$ cat src/design/eis_pkg.sv
// Shared types and constants for the ellipse inlier scoring block.
package eis_pkg;

    localparam int DEFAULT_MAX_POINTS = 65535;
    localparam int QUEUE_DEPTH        = 4;
    localparam int CFG_IDX_W          = 3;
    localparam int CFG_DATA_W         = 32;

    typedef enum logic [CFG_IDX_W-1:0] {
        REG_CENTER_X    = 3'd0,
        REG_CENTER_Y    = 3'd1,
        REG_COS_ROT     = 3'd2,
        REG_SIN_ROT     = 3'd3,
        REG_INV_MAJOR   = 3'd4,
        REG_INV_MINOR   = 3'd5,
        REG_SEMI_MINOR  = 3'd6,
        REG_THRESHOLD   = 3'd7
    } t_reg_idx;

    typedef struct packed {
        logic signed [17:0] center_x;
        logic signed [17:0] center_y;
        logic signed [15:0] cos_rot;
        logic signed [15:0] sin_rot;
        logic [31:0]        inv_major_sq;
        logic [31:0]        inv_minor_sq;
        logic [15:0]        semi_minor;
        logic [15:0]        inlier_threshold;
    } t_cfg;

    typedef struct packed {
        logic [15:0] point_x;
        logic [15:0] point_y;
        logic        last_point;
    } t_point;

    // rotated point, Q.4, as handed from front to back
    typedef struct packed {
        logic signed [21:0] qx;
        logic signed [21:0] qy;
        logic               last;
    } t_qitem;

    typedef struct packed {
        logic        inlier;
        logic [15:0] distance;
        logic [15:0] inlier_total;
        logic [31:0] error_total;
        logic        end_of_set;
    } t_result;

endpackage

$ cat src/design/eis_front.sv
// Front end: centre shift, rotation and rounding of each edge point.
module eis_front import eis_pkg::*; (
    input  logic                           i_clk,
    input  logic                           i_rst_n,
    input  t_cfg                           i_cfg,
    input  logic                           push,
    output logic                           full,
    input  t_point                         i_point,
    input  logic [$clog2(QUEUE_DEPTH+1)-1:0] i_q_count,
    output logic                           o_wr,
    output t_qitem                         o_wr_data
);
    localparam int CW = $clog2(QUEUE_DEPTH+1);

    logic               r_v1, r_v2, r_l1, r_l2;
    logic signed [18:0] r_px, r_py;
    logic signed [34:0] r_cpx, r_spy, r_spx, r_cpy;
    logic [CW:0]        in_flight;
    logic signed [35:0] sum_x, sum_y;
    logic               accept;

    // queue slots already spoken for by items in the pipeline
    assign in_flight = {1'b0, i_q_count} + (CW+1)'(r_v1) + (CW+1)'(r_v2);
    assign full      = in_flight >= (CW+1)'(QUEUE_DEPTH);
    assign accept    = push && !full;

    always_ff @(posedge i_clk) begin
        if (!i_rst_n) begin
            r_v1 <= 1'b0;
            r_v2 <= 1'b0;
        end else begin
            r_v1 <= accept;
            r_v2 <= r_v1;
        end
        r_px  <= $signed({3'b000, i_point.point_x}) - {i_cfg.center_x[17], i_cfg.center_x};
        r_py  <= $signed({3'b000, i_point.point_y}) - {i_cfg.center_y[17], i_cfg.center_y};
        r_l1  <= i_point.last_point;
        r_cpx <= i_cfg.cos_rot * r_px;
        r_spy <= i_cfg.sin_rot * r_py;
        r_spx <= i_cfg.sin_rot * r_px;
        r_cpy <= i_cfg.cos_rot * r_py;
        r_l2  <= r_l1;
    end

    // round half up from Q.18 to Q.4
    assign sum_x = {r_cpx[34], r_cpx} - {r_spy[34], r_spy} + 36'sd8192;
    assign sum_y = {r_spx[34], r_spx} + {r_cpy[34], r_cpy} + 36'sd8192;

    assign o_wr           = r_v2;
    assign o_wr_data.qx   = sum_x[35:14];
    assign o_wr_data.qy   = sum_y[35:14];
    assign o_wr_data.last = r_l2;

endmodule

$ cat config.mk
export PLATFORM = sky130hd
export DESIGN_NAME = eis_front
export DESIGN_NICKNAME = d
export VERILOG_FILES = /design/src/design/eis_pkg.sv /design/src/design/eis_front.sv
export SDC_FILE = /design/constraint.sdc
export NUM_CORES = 2
export LEC_CHECK = 0
export ABC_CLOCK_PERIOD_IN_PS = 7400
export BUFFER_PORTS_ARGS = -buffer_cell sky130_fd_sc_hd__buf_2
export CAP_MARGIN = 10
export CORE_MARGIN = 5
export CORE_UTILIZATION = 55
export CTS_CLUSTER_DIAMETER = 150
export CTS_CLUSTER_SIZE = 28
export DETAILED_ROUTE_END_ITERATION = 10
export PLACE_DENSITY = 0.74
export SYNTH_ARGS = -nofsm -noshare
export SYNTH_HDL_FRONTEND = slang
export SYNTH_SLANG_ARGS = --single-unit
$ cat constraint.sdc
create_clock -name i_clk -period 7.4 [get_ports i_clk]
set_input_delay 1.48 -clock i_clk [delete_from_list [all_inputs] [get_ports i_clk]]
set_output_delay 1.48 -clock i_clk [all_outputs]
set_load 0.01 [all_outputs]
==> impl_metrics.csv <==
group,metric,value,unit
status,status,"complete, no violations",
timing,rsz0062_at_grt,"true",
cells_and_area,synthToLayoutAreaGrowth,10.4,%
timing,slew_headroom,0.326,
clock_network,cts_buffers,17,
routing,post-route-drc-count,0,
logic_synthesis,async_flop_share,0,
clock_network,cts_tree,"yes",
placed_design,place_inst,7455,
setup_path,worstPathArrival,7.73,ns
clock_network,cts.clk_slew.worst_paths,0.09,ns
grt,grt_overflow,0,
logic_synthesis,synth_nets,7795,
logic_synthesis,synth.avg_cell_area,9.14,um^2
timing,fmaxAchievable,138,MHz
clock_network,clockBufferDepth,2,
grt,grt_pass1_vias,42200,
grt,grt_pass1_wl,211000,um
logic_synthesis,ys_types,73,
grt,antenna_found_initial,5,
routing,wl_met3,6920,um
die,start_util,0.554,
setup_path,cp_data_required_time,7.89,ns
clock_network,hold_buffers,0,
clock_network,postCtsSetupBuffers,0,
timing,final_hold_viol_count,0,
timing,setup_tns,0,ns
routing,vias,39000,
routing,wl_met1,50800,um
placed_design,port_buffers,153,
timing,fin_crit,7.24,ns
logic_synthesis,yosysSeqAreaShare,0.0681,
grt,grt_usage,0.254,
routing,wl_met2,58800,um
die,fp-row-count,114,
cells_and_area,utilization,0.611,
timing,worst_slew_pin_slew,1.01,ns
timing,fin_crit_sh,0.978,
placed_design,routabilityCongestion,0.893,
setup_path,critPathCaptureType,"flop",
timing,final.setup.worst_slack,0.159,ns
grt,grt_max_degree,39,
placed_design,hpwl,104000,um
clock_network,cts_root_buf,"clkbuf_16",
clock_network,clk_latency,0.55,ns
timing,setup_violations,0,
setup_path,critPathLaunchType,"primary input",
cells_and_area,drive_gt1_frac,0.104,
routing,avgRoutedWirePerCell,16.5,um
routing,dr.pass1.iters,5,
cells_and_area,nets,8138,
placed_design,dpl_worst_slack,-0.552,ns
logic_synthesis,yosys_register_bits,182,
min_path,hold_class,"flop to flop",
routing,dr.max_layer_used,"met5",
routing,avgViaCountPerCell,5.21,
clock_network,cts_resized,0,
logic_synthesis,synth_top_area_cell,"fa_1",
die,io_pins,250,
logic_synthesis,synth-edff-count,0,
run,maxCapViolCount,0,
logic_synthesis,syn_inst,5855,
logic_synthesis,synthesis.area,53500,um^2
routing,drtIter0Drc,2132,
logic_synthesis,yosysWarnings,0,
routing,drt.antenna.violating_nets,0,
die,die_h,322,um
logic_synthesis,ys.flop_type,"dfxtp_1",
die,dieArea,104000,um^2
die,die_w,322,um
logic_synthesis,synth.top_cell.area_share,0.455,
setup_path,crit_fanout,23,
setup_path,critPathKind,"primary input to flop",
logic_synthesis,synth_area_leaders,"fa_1 46%, ha_1 12%, inv_1 10%, dfxtp_1 6.8%, and2_1 6.6%",
timing,clock_skew,0.0191,ns
cells_and_area,stdcell_count,7488,
timing,slew_viol_final,0,
routing,routed_wl,124000,um
clock_network,h-tree-depth,4,
cells_and_area,fillerInstances,8175,
clock_network,clock_sinks,182,
die,core,96700,um^2
==> cell type report <==
cell class | instances | area, um^2 | area share
Clock inverter | 11 | 115 | 0.00195
Multi-Input combinational cell | 3997 | 43700 | 0.739
Tap cell | 1276 | 1600 | 0.0270
Clock buffer | 21 | 460 | 0.00779
Antenna cell | 1 | 2.50 | 0.0000424
Inverter | 1429 | 5360 | 0.0908
Sequential cell | 182 | 3640 | 0.0617
Timing Repair Buffer | 571 | 4250 | 0.0719
==> final timing paths <==
| path | to | slack [ns] | startpoint | depth (start not counted) |
|---|---|---|---|---|
| worst max-delay path | r_cpy[33]$_DFF_P_ | 0.16 | i_cfg[116] | 23 |
| worst min-delay path | r_l2$_DFF_P_ | 0.33 | r_l1$_DFF_P_ | 0 |
| worst max register to register | r_cpy[33]$_DFF_P_ | 0.41 | r_py[5]$_DFF_P_ | 22 |
| worst min register to register | r_l2$_DFF_P_ | 0.33 | r_l1$_DFF_P_ | 0 |
==> flip-flops by register name (all words and copies together), names as in the netlist <==
register	cells
o_wr	1
r_cpx	35
r_cpy	35
r_l1	1
r_l2	1
r_px	19
r_py	19
r_spx	35
r_spy	35
r_v1	1
==> synthesized netlist by cell type (all sizes together), types with 3 or more instances <==
library cell,instances
o31a,9
nand3b,3
nand2,659
dfxtp,182
inv,1429
or3,9
o21bai,22
xor2,47
nand3,23
a41oi,5
buf,3
a31o,4
nor3,36
a211oi,25
o21a,35
fa,1218
o211ai,11
a21o,56
a41o,3
a211o,3
o41ai,3
nor2b,34
or4b,3
nor4,3
a2111oi,6
a31oi,17
a21oi,137
a221oi,3
and4,5
and3,12
and2,569
o21ai,90
a21boi,8
nand4,14
nand2b,39
clkbuf,244
nor2,177
ha,519
o31ai,7
xnor2,155
or2,6
==> critical path: stages <==
cell	delay, ns
clkbuf_4	0.27
and2_1	0.23
fa_1	0.54
inv_1	0.05
fa_1	0.45
fa_1	0.51
inv_1	0.06
fa_1	0.49
fa_1	0.49
inv_1	0.05
fa_1	0.47
inv_1	0.04
ha_1	0.29
a21o_1	0.17
a21o_1	0.17
a21oi_1	0.28
o21ai_0	0.20
o211ai_1	0.22
a31oi_1	0.17
or4b_1	0.56
a31o_1	0.26
a21oi_2	0.16
xnor2_1	0.12
==> cell usage in the layout (no fill, tap or decap), types with 8 or more instances in the layout <==
| cell type | instances |
|---|---|
| buf_12 | 26 |
| nor3_1 | 34 |
| inv_1 | 1429 |
| xor2_1 | 47 |
| fa_1 | 1218 |
| o21ai_0 | 82 |
| buf_2 | 146 |
| or3_1 | 8 |
| a21oi_1 | 131 |
| o21bai_1 | 21 |
| nor2_1 | 177 |
| a21boi_0 | 8 |
| o211ai_1 | 9 |
| nand2_1 | 659 |
| and2_1 | 569 |
| xnor2_1 | 155 |
| nand2b_1 | 39 |
| o31a_1 | 8 |
| a31oi_1 | 16 |
| a211oi_1 | 22 |
| buf_4 | 394 |
| clkbuf_16 | 17 |
| o21a_1 | 35 |
| and3_1 | 12 |
| ha_1 | 519 |
| nand3_1 | 23 |
| dfxtp_1 | 182 |
| nor2b_1 | 34 |
| a21o_1 | 56 |
| nand4_1 | 14 |
==> layer usage <==
metal  GRT usage  vias up
met5           0        -
met1       0.339    19800
met3      0.0330      235
met4       0.119        6
met2       0.416     1075
li1            -    17900
==> cells by family after synthesis <==
group                      Yosys count  synth area share
and+or+nand+nor                   1596             0.147
DFF                                182            0.0681
muxes                                1          0.000187
AOI/OAI and AO/OA                  461            0.0574
xor gates and xnor gates           202            0.0330
adders and majority gates         1737             0.577
buffers and inverters             1676             0.118
==> per-stage QoR <==
stage / hold WS (ns) / area [um^2]
after global routing: 0.347 / 59100
final: 0.328 / 59100
after detailed placement: 0.315 / 58400
after floorplan: 0.310 / 53500
after global placement: 0.314 / 58400
after CTS: 0.333 / 59000
Power is left out: the tool's default activity adds up to more than one toggle a clock period on the data nets, which glitch-free logic cannot reach.
