[src/design/eis_pkg.sv]
// Shared types and constants for the ellipse inlier scoring block.
package eis_pkg;

    localparam int DEFAULT_MAX_POINTS = 65535;
    localparam int QUEUE_DEPTH        = 4;
    localparam int CFG_IDX_W          = 3;
    localparam int CFG_DATA_W         = 32;

    typedef enum logic [CFG_IDX_W-1:0] {
        REG_CENTER_X    = 3'd0,
        REG_CENTER_Y    = 3'd1,
        REG_COS_ROT     = 3'd2,
        REG_SIN_ROT     = 3'd3,
        REG_INV_MAJOR   = 3'd4,
        REG_INV_MINOR   = 3'd5,
        REG_SEMI_MINOR  = 3'd6,
        REG_THRESHOLD   = 3'd7
    } t_reg_idx;

    typedef struct packed {
        logic signed [17:0] center_x;
        logic signed [17:0] center_y;
        logic signed [15:0] cos_rot;
        logic signed [15:0] sin_rot;
        logic [31:0]        inv_major_sq;
        logic [31:0]        inv_minor_sq;
        logic [15:0]        semi_minor;
        logic [15:0]        inlier_threshold;
    } t_cfg;

    typedef struct packed {
        logic [15:0] point_x;
        logic [15:0] point_y;
        logic        last_point;
    } t_point;

    // rotated point, Q.4, as handed from front to back
    typedef struct packed {
        logic signed [21:0] qx;
        logic signed [21:0] qy;
        logic               last;
    } t_qitem;

    typedef struct packed {
        logic        inlier;
        logic [15:0] distance;
        logic [15:0] inlier_total;
        logic [31:0] error_total;
        logic        end_of_set;
    } t_result;

endpackage

[src/design/eis_queue.sv]
// Short queue of rotated points between front and back.
module eis_queue import eis_pkg::*; (
    input  logic                             i_clk,
    input  logic                             i_rst_n,
    input  logic                             i_wr,
    input  t_qitem                           i_wr_data,
    input  logic                             i_rd,
    output t_qitem                           o_rd_data,
    output logic                             o_empty,
    output logic [$clog2(QUEUE_DEPTH+1)-1:0] o_count
);
    localparam int AW = $clog2(QUEUE_DEPTH);
    localparam int CW = $clog2(QUEUE_DEPTH+1);

    t_qitem          r_mem [QUEUE_DEPTH];
    logic [AW-1:0]   r_wp, r_rp;
    logic [CW-1:0]   r_count;

    always_ff @(posedge i_clk) begin
        if (!i_rst_n) begin
            r_wp    <= '0;
            r_rp    <= '0;
            r_count <= '0;
        end else begin
            if (i_wr) r_wp <= (r_wp == AW'(QUEUE_DEPTH-1)) ? '0 : r_wp + 1'b1;
            if (i_rd) r_rp <= (r_rp == AW'(QUEUE_DEPTH-1)) ? '0 : r_rp + 1'b1;
            r_count <= r_count + CW'(i_wr) - CW'(i_rd);
        end
        if (i_wr) r_mem[r_wp] <= i_wr_data;
    end

    assign o_rd_data = r_mem[r_rp];
    assign o_empty   = (r_count == '0);
    assign o_count   = r_count;

    a_no_overflow: assert property (@(posedge i_clk) disable iff (!i_rst_n)
        (r_count == CW'(QUEUE_DEPTH)) |-> !i_wr || i_rd)
        else $error("queue written while full");
    a_no_underflow: assert property (@(posedge i_clk) disable iff (!i_rst_n)
        i_rd |-> !o_empty)
        else $error("queue read while empty");

endmodule

[config.mk]
export PLATFORM = sky130hd
export DESIGN_NAME = eis_queue
export DESIGN_NICKNAME = d
export VERILOG_FILES = /design/src/design/eis_pkg.sv /design/src/design/eis_queue.sv
export SDC_FILE = /design/constraint.sdc
export NUM_CORES = 1
export LEC_CHECK = 0
export BUFFER_PORTS_ARGS = -buffer_cell sky130_fd_sc_hd__buf_2
export CORE_MARGIN = 10
export CORE_UTILIZATION = 40
export DETAILED_ROUTE_END_ITERATION = 7
export SLEW_MARGIN = 20
export SYNTH_ARGS = -nofsm -noshare
export SYNTH_HDL_FRONTEND = slang
export SYNTH_SLANG_ARGS = --single-unit
[constraint.sdc]
create_clock -name i_clk -period 1.8 [get_ports i_clk]
set_input_delay 0.09 -clock i_clk [delete_from_list [all_inputs] [get_ports i_clk]]
set_output_delay 0.09 -clock i_clk [all_outputs]
set_load 0.005 [all_outputs]
==> summary.txt, run 1 <==
Levels on crit path: 3
Placeable Area: 0.0172 mm^2
CP endpoint kind: output port
Slowest-stage cell, CP: mux4_2
Gpl congestion: 0.702
CP cell instances: clkbuf_16 -> mux4_2 -> buf_2
Final worst slack: -0.0685 ns
Count of cell types in the netlist: 19
Crit share post-route: 104%
Setup Skew: 0.00766 ns
Seq/Total Area, Yosys: 79.8%
Global Route met2 Usage: 19.7%
Crit path buf inv count: 2
Die Ht: 152 um
Nets@finish: 500
Depth of the worst register-to-register path: 8
Worst Setup Start Kind: flop
Worst VDD drop: 0.663 mV
Primary FF master, synth: edfxtp_1
Gr busiest metal: met2
Via-per-instance ratio: 4.90
Largest net degree at the start of global routing: 46
Detailed-route via count: 3337
Rows: 48
Total GRT Usage: 12.1%
Hpwl dp: 8280 um
Power per cell area: 1100 mW/mm^2
Synth cell count leaders: edfxtp_1 (180), mux4_2 (40), dfxtp_1 (9)
Clock slew at reported path FFs: 0.06 ns
Critical Path RT: 1.71 ns
Crit-path max cell delay: 0.51 ns
P_sw: 1950 uW
Sw Share: 19.7%
WHS Path Cells: 3
WL/cell: 20.0 um
Layout area overhead: 28.0%
Utilization after layout: 52.0%
Antenna violations before repair: 1
Post-route ant nets: 0
Layout cells sized above 1: 41.9%
Initial Util: 40.6%
Min Hold Slack: 0.0463 ns
Iter 0 DRT Violations: 173
Critical R2R Launch: o_count[0]
Final Hold Viols: 0
IO Pins: 98
Synth top area cells: edfxtp_1 (77%), mux4_2 (13%), dfxtp_1 (2.6%), mux4_1 (1.9%), ha_1 (1.3%)
Post-synth top area share: 77.2%
Failing checks: setup timing
Detailed Route WL: 13700 um
Max frequency: 0.535 GHz
Leading area contributor after synthesis: edfxtp_1
Post-CTS setup buffers: 0
Post-Syn Area: 0.00700 mm^2
Met1 usage: 14.6%
Tightest Hold Check Type: input port to flop
Root Driver: clkbuf_16
Slew Viols, Final: 0
Total CTS buffers: 17
Clock network fraction of design power: 38.8%
Max-slew headroom: 70.4%
Unrepaired setup endpoints after global routing: true
Grt ovf: 0
Worst-Skew Late Latency: 0.42 ns
IO Port Bufs: 97
Top fanout value on the critical path: 8
Fillers: 1391
Final min period: 1.87 ns
Max_cap viols: 0
Vias in the first global route: 3818
Drt first pass iters: 4
Syn_nets: 334
Cell family with most CP delay: multiplexers
Cell internal pwr: 7930 uW
R2R setup slack: 0.17 ns
Worst EP arrival: 1.78 ns
Least-Margin Pin Slew: 0.444 ns
CTS tree: done
Clock Sink Count: 189
Count of final setup violators: 39
Worst r2r dst: o_count[2]
Worst hold start: i_rd
H-tree depth: 4
Leak Pwr: 0.00311 uW
FF+latch count, synth: 189
First-pass GRT wire length: 21500 um
Full die area: 0.0232 mm^2
Combinational power share: 9.7%
Synth async-reset ratio: 0%
Ys Warns: 0
Die W: 152 um
Syn_area_per_cell: 25.3 um^2
GR Util met3: 3.92%
Max Buffers Root-to-Sink: 2
Share of power burned in registers: 51.6%
Status: complete, but fails checks
EDFF count, synth: 180
WS Path Type: flop to output port
Most numerous cell in the Yosys netlist: edfxtp_1
# DRC: 0
Syn Inst Count: 277
Number of diodes: 0
-- metrics by stage --
stage | TNS, ns | area [um^2] | total power (uW) | setup WS (ns) | cells
after global routing | -4.78 | 8960 | 10300 | -0.130 | 681
final | -1.19 | 8960 | 9870 | -0.0685 | 681
after floorplan | 0 | 7000 | 5640 | 0.248 | 277
after detailed placement | 0 | 7780 | 6030 | 0.165 | 600
after CTS | -3.08 | 8910 | 10000 | -0.125 | 680
after global placement | 0 | 7780 | 6000 | 0.227 | 600
-- layout make-up --
type | instances | area (um^2) | share of cell area, %
Clock buffer | 27 | 513 | 5.73
Sequential cell | 189 | 5590 | 62.4
Timing Repair Buffer | 157 | 1180 | 13.2
Inverter | 6 | 22.5 | 0.251
Clock inverter | 5 | 105 | 1.17
Tap cell | 225 | 282 | 3.14
Multi-Input combinational cell | 72 | 1260 | 14.1
-- worst reg2reg max path, cell delays in order, from the launching register on --
cell and delay, ns:
dfxtp_1 0.36, inv_1 0.06, ha_1 0.27, inv_1 0.06
ha_1 0.13, inv_1 0.05, fa_1 0.37, xnor3_1 0.21
nor2_1 0.04
-- metal layers --
layer  share of wire [%]  vias to the layer above  wire length, um
li1                    -                     1501                -
met1                  43                     1741             5860
met2                  51                       77             6960
met3                 4.5                       16              614
met4                 1.5                        2              203
met5               0.081                        -               11
-- worst max-delay path by stage --
stage	endpoint	start	slack, ns
floorplan	o_count[2]	o_count[0]	0.25
global placement	o_count[2]	o_count[0]	0.23
detailed placement	o_count[2]	o_count[0]	0.17
CTS	o_rd_data[17]	flop	-0.12
global route	o_rd_data[23]	flop	-0.13
finish	o_rd_data[15]	flop	-0.07
-- power by group through the flow --
stage | registers, uW | logic [uW] | clock network [uW]
after floorplan | 5160 | 480 | 0
after global placement | 5160 | 838 | 0
after detailed placement | 5180 | 853 | 0
after CTS | 5090 | 972 | 3930
after global routing | 5100 | 1070 | 4120
final | 5090 | 956 | 3830
-- cells by family after synthesis --
group / after synthesis / share of synthesized area, %
AOI/OAI and AO/OA: 2 / 0.143
xor gates and xnor gates: 1 / 0.322
adders and majority gates: 8 / 1.54
buffers and inverters: 16 / 1.98
DFF: 189 / 79.8
muxes: 47 / 15.0
and+or+nand+nor: 14 / 1.16
-- sequential cells by signal (all words and copies together), names as in the netlist, named ones only --
signal	flops
r_mem	180
o_count	3
r_rp	2
r_wp	2
-- timing repair --
item                                    CTS  global route
endpoints found under the hold margin   184             0
gates resized for setup                  11             3
endpoints found under the setup margin   44            45
gates cloned                              2             1
hold buffers                             46             0
-- cells in the final DEF, fill, tap and decap left out --
master,count
a21oi_1,2
and2_1,1
and2_2,4
buf_12,3
buf_16,3
buf_2,94
buf_4,7
buf_6,3
bufinv_16,3
clkbuf_1,5
clkbuf_16,18
clkbuf_8,5
clkinvlp_4,2
dfxtp_1,7
dfxtp_2,1
dfxtp_4,1
dlygate4sd3_1,46
edfxtp_1,180
fa_1,1
ha_1,7
inv_1,6
mux2i_1,2
mux4_2,45
nand2b_1,2
nor2_1,4
nor3_1,1
or3b_2,2
xnor3_1,1
Note: power is estimated with default switching activity, not from simulation.
==> run 2, diff against run 1 <==
--- a/config.mk
+++ b/config.mk
@@ -6,9 +6,10 @@
 export NUM_CORES = 1
 export LEC_CHECK = 0
 export BUFFER_PORTS_ARGS = -buffer_cell sky130_fd_sc_hd__buf_2
-export CORE_MARGIN = 10
+export CORE_MARGIN = 4
 export CORE_UTILIZATION = 40
 export DETAILED_ROUTE_END_ITERATION = 7
+export GPL_TIMING_DRIVEN = 0
 export SLEW_MARGIN = 20
 export SYNTH_ARGS = -nofsm -noshare
 export SYNTH_HDL_FRONTEND = slang
==> constraint.sdc (replaced) <==
create_clock -name i_clk -period 1.8 [get_ports i_clk]
set_input_delay 0.27 -clock i_clk [delete_from_list [all_inputs] [get_ports i_clk]]
set_output_delay 0.27 -clock i_clk [all_outputs]
set_load 0.005 [all_outputs]
==> summary.txt, run 2 (same netlist as run 1, synthesis figures left out) <==
Status: complete, but fails checks
Failing checks: setup timing
Nets@finish: 454 (-9.2%)
Hpwl dp: 7160 um (-14%)
First-pass GRT wire length: 19300 um (-10%)
IO Port Bufs: 97 (unchanged)
Layout cells sized above 1: 46.7% (+4.8 points)
Via-per-instance ratio: 4.96 (+1.3%)
Worst VDD drop: 0.659 mV (-0.70%)
Sw Share: 20.6% (+0.93 points)
Slew Viols, Final: 0 (unchanged)
Share of power burned in registers: 51.6% (about the same)
Iter 0 DRT Violations: 98 (-43%)
Antenna violations before repair: 0 (-1)
Total GRT Usage: 13.2% (+1.1 points)
Combinational power share: 8.7% (-1.0 points)
Count of final setup violators: 45 (+15%)
Min Hold Slack: 0.0577 ns (+0.0114 ns)
Tightest Hold Check Type: input port to flop
P_sw: 2030 uW (+4.4%)
Clock network fraction of design power: 39.6% (+0.8 points)
Placeable Area: 0.0172 mm^2 (unchanged)
Setup_tns: -7.85 ns (-6.66 ns)
Depth of the worst register-to-register path: 3 (-5)
Number of diodes: 0 (unchanged)
Root Driver: clkbuf_16
Post-route ant nets: 0 (unchanged)
Unrepaired setup endpoints after global routing: true
WS Path Type: flop to output port
CTS tree: done
CP endpoint kind: output port
Cell internal pwr: 7810 uW (-1.4%)
Worst EP arrival: 1.74 ns (-0.04 ns)
Critical Path RT: 1.53 ns (-0.18 ns)
Vias in the first global route: 3517 (-7.9%)
Drt first pass iters: 4 (unchanged)
Crit share post-route: 112% (+7.9 points)
Die Ht: 140 um (-7.9%)
Clock slew at reported path FFs: 0.07 ns (about the same)
Power per cell area: 1160 mW/mm^2 (+5.4%)
Worst r2r dst: r_mem[2][1]
Top fanout value on the critical path: 4 (-4)
Slowest-stage cell, CP: mux4_2
Rows: 48 (unchanged)
Post-route cell area: 0.00847 mm^2 (-5.4%)
Fillers: 1423 (+2.3%)
Final min period: 2.01 ns (+0.143 ns)
Largest net degree at the start of global routing: 46 (unchanged)
Leak Pwr: 0.00291 uW (-6.3%)
IO Pins: 98 (unchanged)
Worst Setup Start Kind: flop
Final Hold Viols: 0 (unchanged)
Crit-path max cell delay: 0.50 ns (about the same)
Max FFs per register: 180 (unchanged)
Detailed-route via count: 3146 (-5.7%)
Min-Delay Endpoint: r_mem[0][20]
Critical R2R Launch: r_wp[0]
Max_cap viols: 0 (unchanged)
Most frequent cells in the layout: edfxtp_1 (180), buf_2 (96), mux4_2 (43)
Most common cell after layout, fill and taps aside: edfxtp_1
H-tree depth: 4 (unchanged)
Clock Sink Count: 189 (unchanged)
Layout area overhead: 21.1%
Cell repeated most along the worst path: buf_4
Total CTS buffers: 17 (unchanged)
R2R setup slack: 0.17 ns (about the same)
Initial Util: 40.6% (unchanged)
Full die area: 0.0197 mm^2 (-15%)
CTS Hold Bufs: 0 (-100%)
WHS Path Cells: 1 (-2)
Detailed Route WL: 12300 um (-9.8%)
Final worst slack: -0.211 ns (-0.143 ns)
Grt ovf: 0 (unchanged)
CP cell instances: buf_4 -> buf_16 -> buf_4 -> mux4_2 -> buf_6
Max frequency: 0.497 GHz (-7.1%)
Least-Margin Pin Slew: 0.763 ns (+0.319 ns)
WL/cell: 19.4 um (-3.1%)
Max-slew headroom: 49.2% (-21 points)
Worst hold start: i_wr_data[20]
Placed inst area: 0.00777 mm^2 (about the same)
Die W: 140 um (-7.9%)
Worst-Skew Late Latency: 0.42 ns (about the same)
Max Buffers Root-to-Sink: 2 (unchanged)
Gpl congestion: 0.672 (-4.2%)
Setup Skew: 0.00780 ns (+0.000138 ns)
Most flop-heavy register: r_mem
# DRC: 0 (unchanged)
-- run 2: cell count changes in the layout (fill, tap and decap cells not counted), sizes merged --
cell / change
clkinvlp: +1
clkbuf: -9
clkinv: +2
bufinv: +1
dlygate4sd3: -46
inv: +4
-- run 2: area by class of cell --
type                       count  area [um^2]  area share (%)
sequential                   189         5590            66.0
clock buffer                  18          429            5.06
buffer                        10          145            1.71
clock inverter                13          188            2.22
tap                          225          282            3.32
multi-input combinational     72         1270            15.0
timing repair buffer         101          546            6.44
inverter                       6         22.5           0.266
-- run 2: how the worst max path moves through the flow --
stage / startpoint / to / slack (ns)
after CTS: flop / o_rd_data[2] / -0.26
after floorplan: o_count[0] / o_count[2] / 0.25
after global placement: r_wp[0] / r_mem[3][0] / -0.24
after detailed placement: flop / o_rd_data[2] / 0.1
after global routing: flop / o_rd_data[42] / -0.27
final: flop / o_rd_data[42] / -0.21
-- run 2: power groups by stage --
stage	Sequential, uW	Clock (uW)	Combinational, uW
floorplan	5160	0	480
detailed placement	5180	0	854
global route	5100	4170	956
CTS	5080	3990	886
global placement	5170	0	831
finish	5080	3900	861
-- run 2: repair_timing --
item,4_1_cts,5_1_grt
setup endpoints to repair,45,45
gates cloned,1,0
buffers inserted,3,0
gates resized for setup,13,5
-- run 2: per-stage QoR --
stage	cells	setup WS [ns]	total power, uW	util, %
CTS	634	-0.259	9960	49.1
detailed placement	599	0.0977	6030	45.1
global route	634	-0.272	10200	49.2
finish	634	-0.211	9850	49.2
floorplan	277	0.248	5640	-
global placement	599	-0.236	6000	45.1
-- run 2: routing by layer --
layer / vias up / part of all wire, % / GRT usage (%)
met5: - / 0 / 0
met3: 15 / 4.9 / 3.69
met4: 0 / 1.9 / 5.35
met1: 1644 / 42 / 16.6
li1: 1412 / - / -
met2: 75 / 52 / 21.8
-- run 2: critical path, delay by kind of cell (launching register included) --
kind                   cells  cell delay, ns
multiplexers               1            0.50
buffers and inverters      4            0.48
flip-flops                 1            0.36
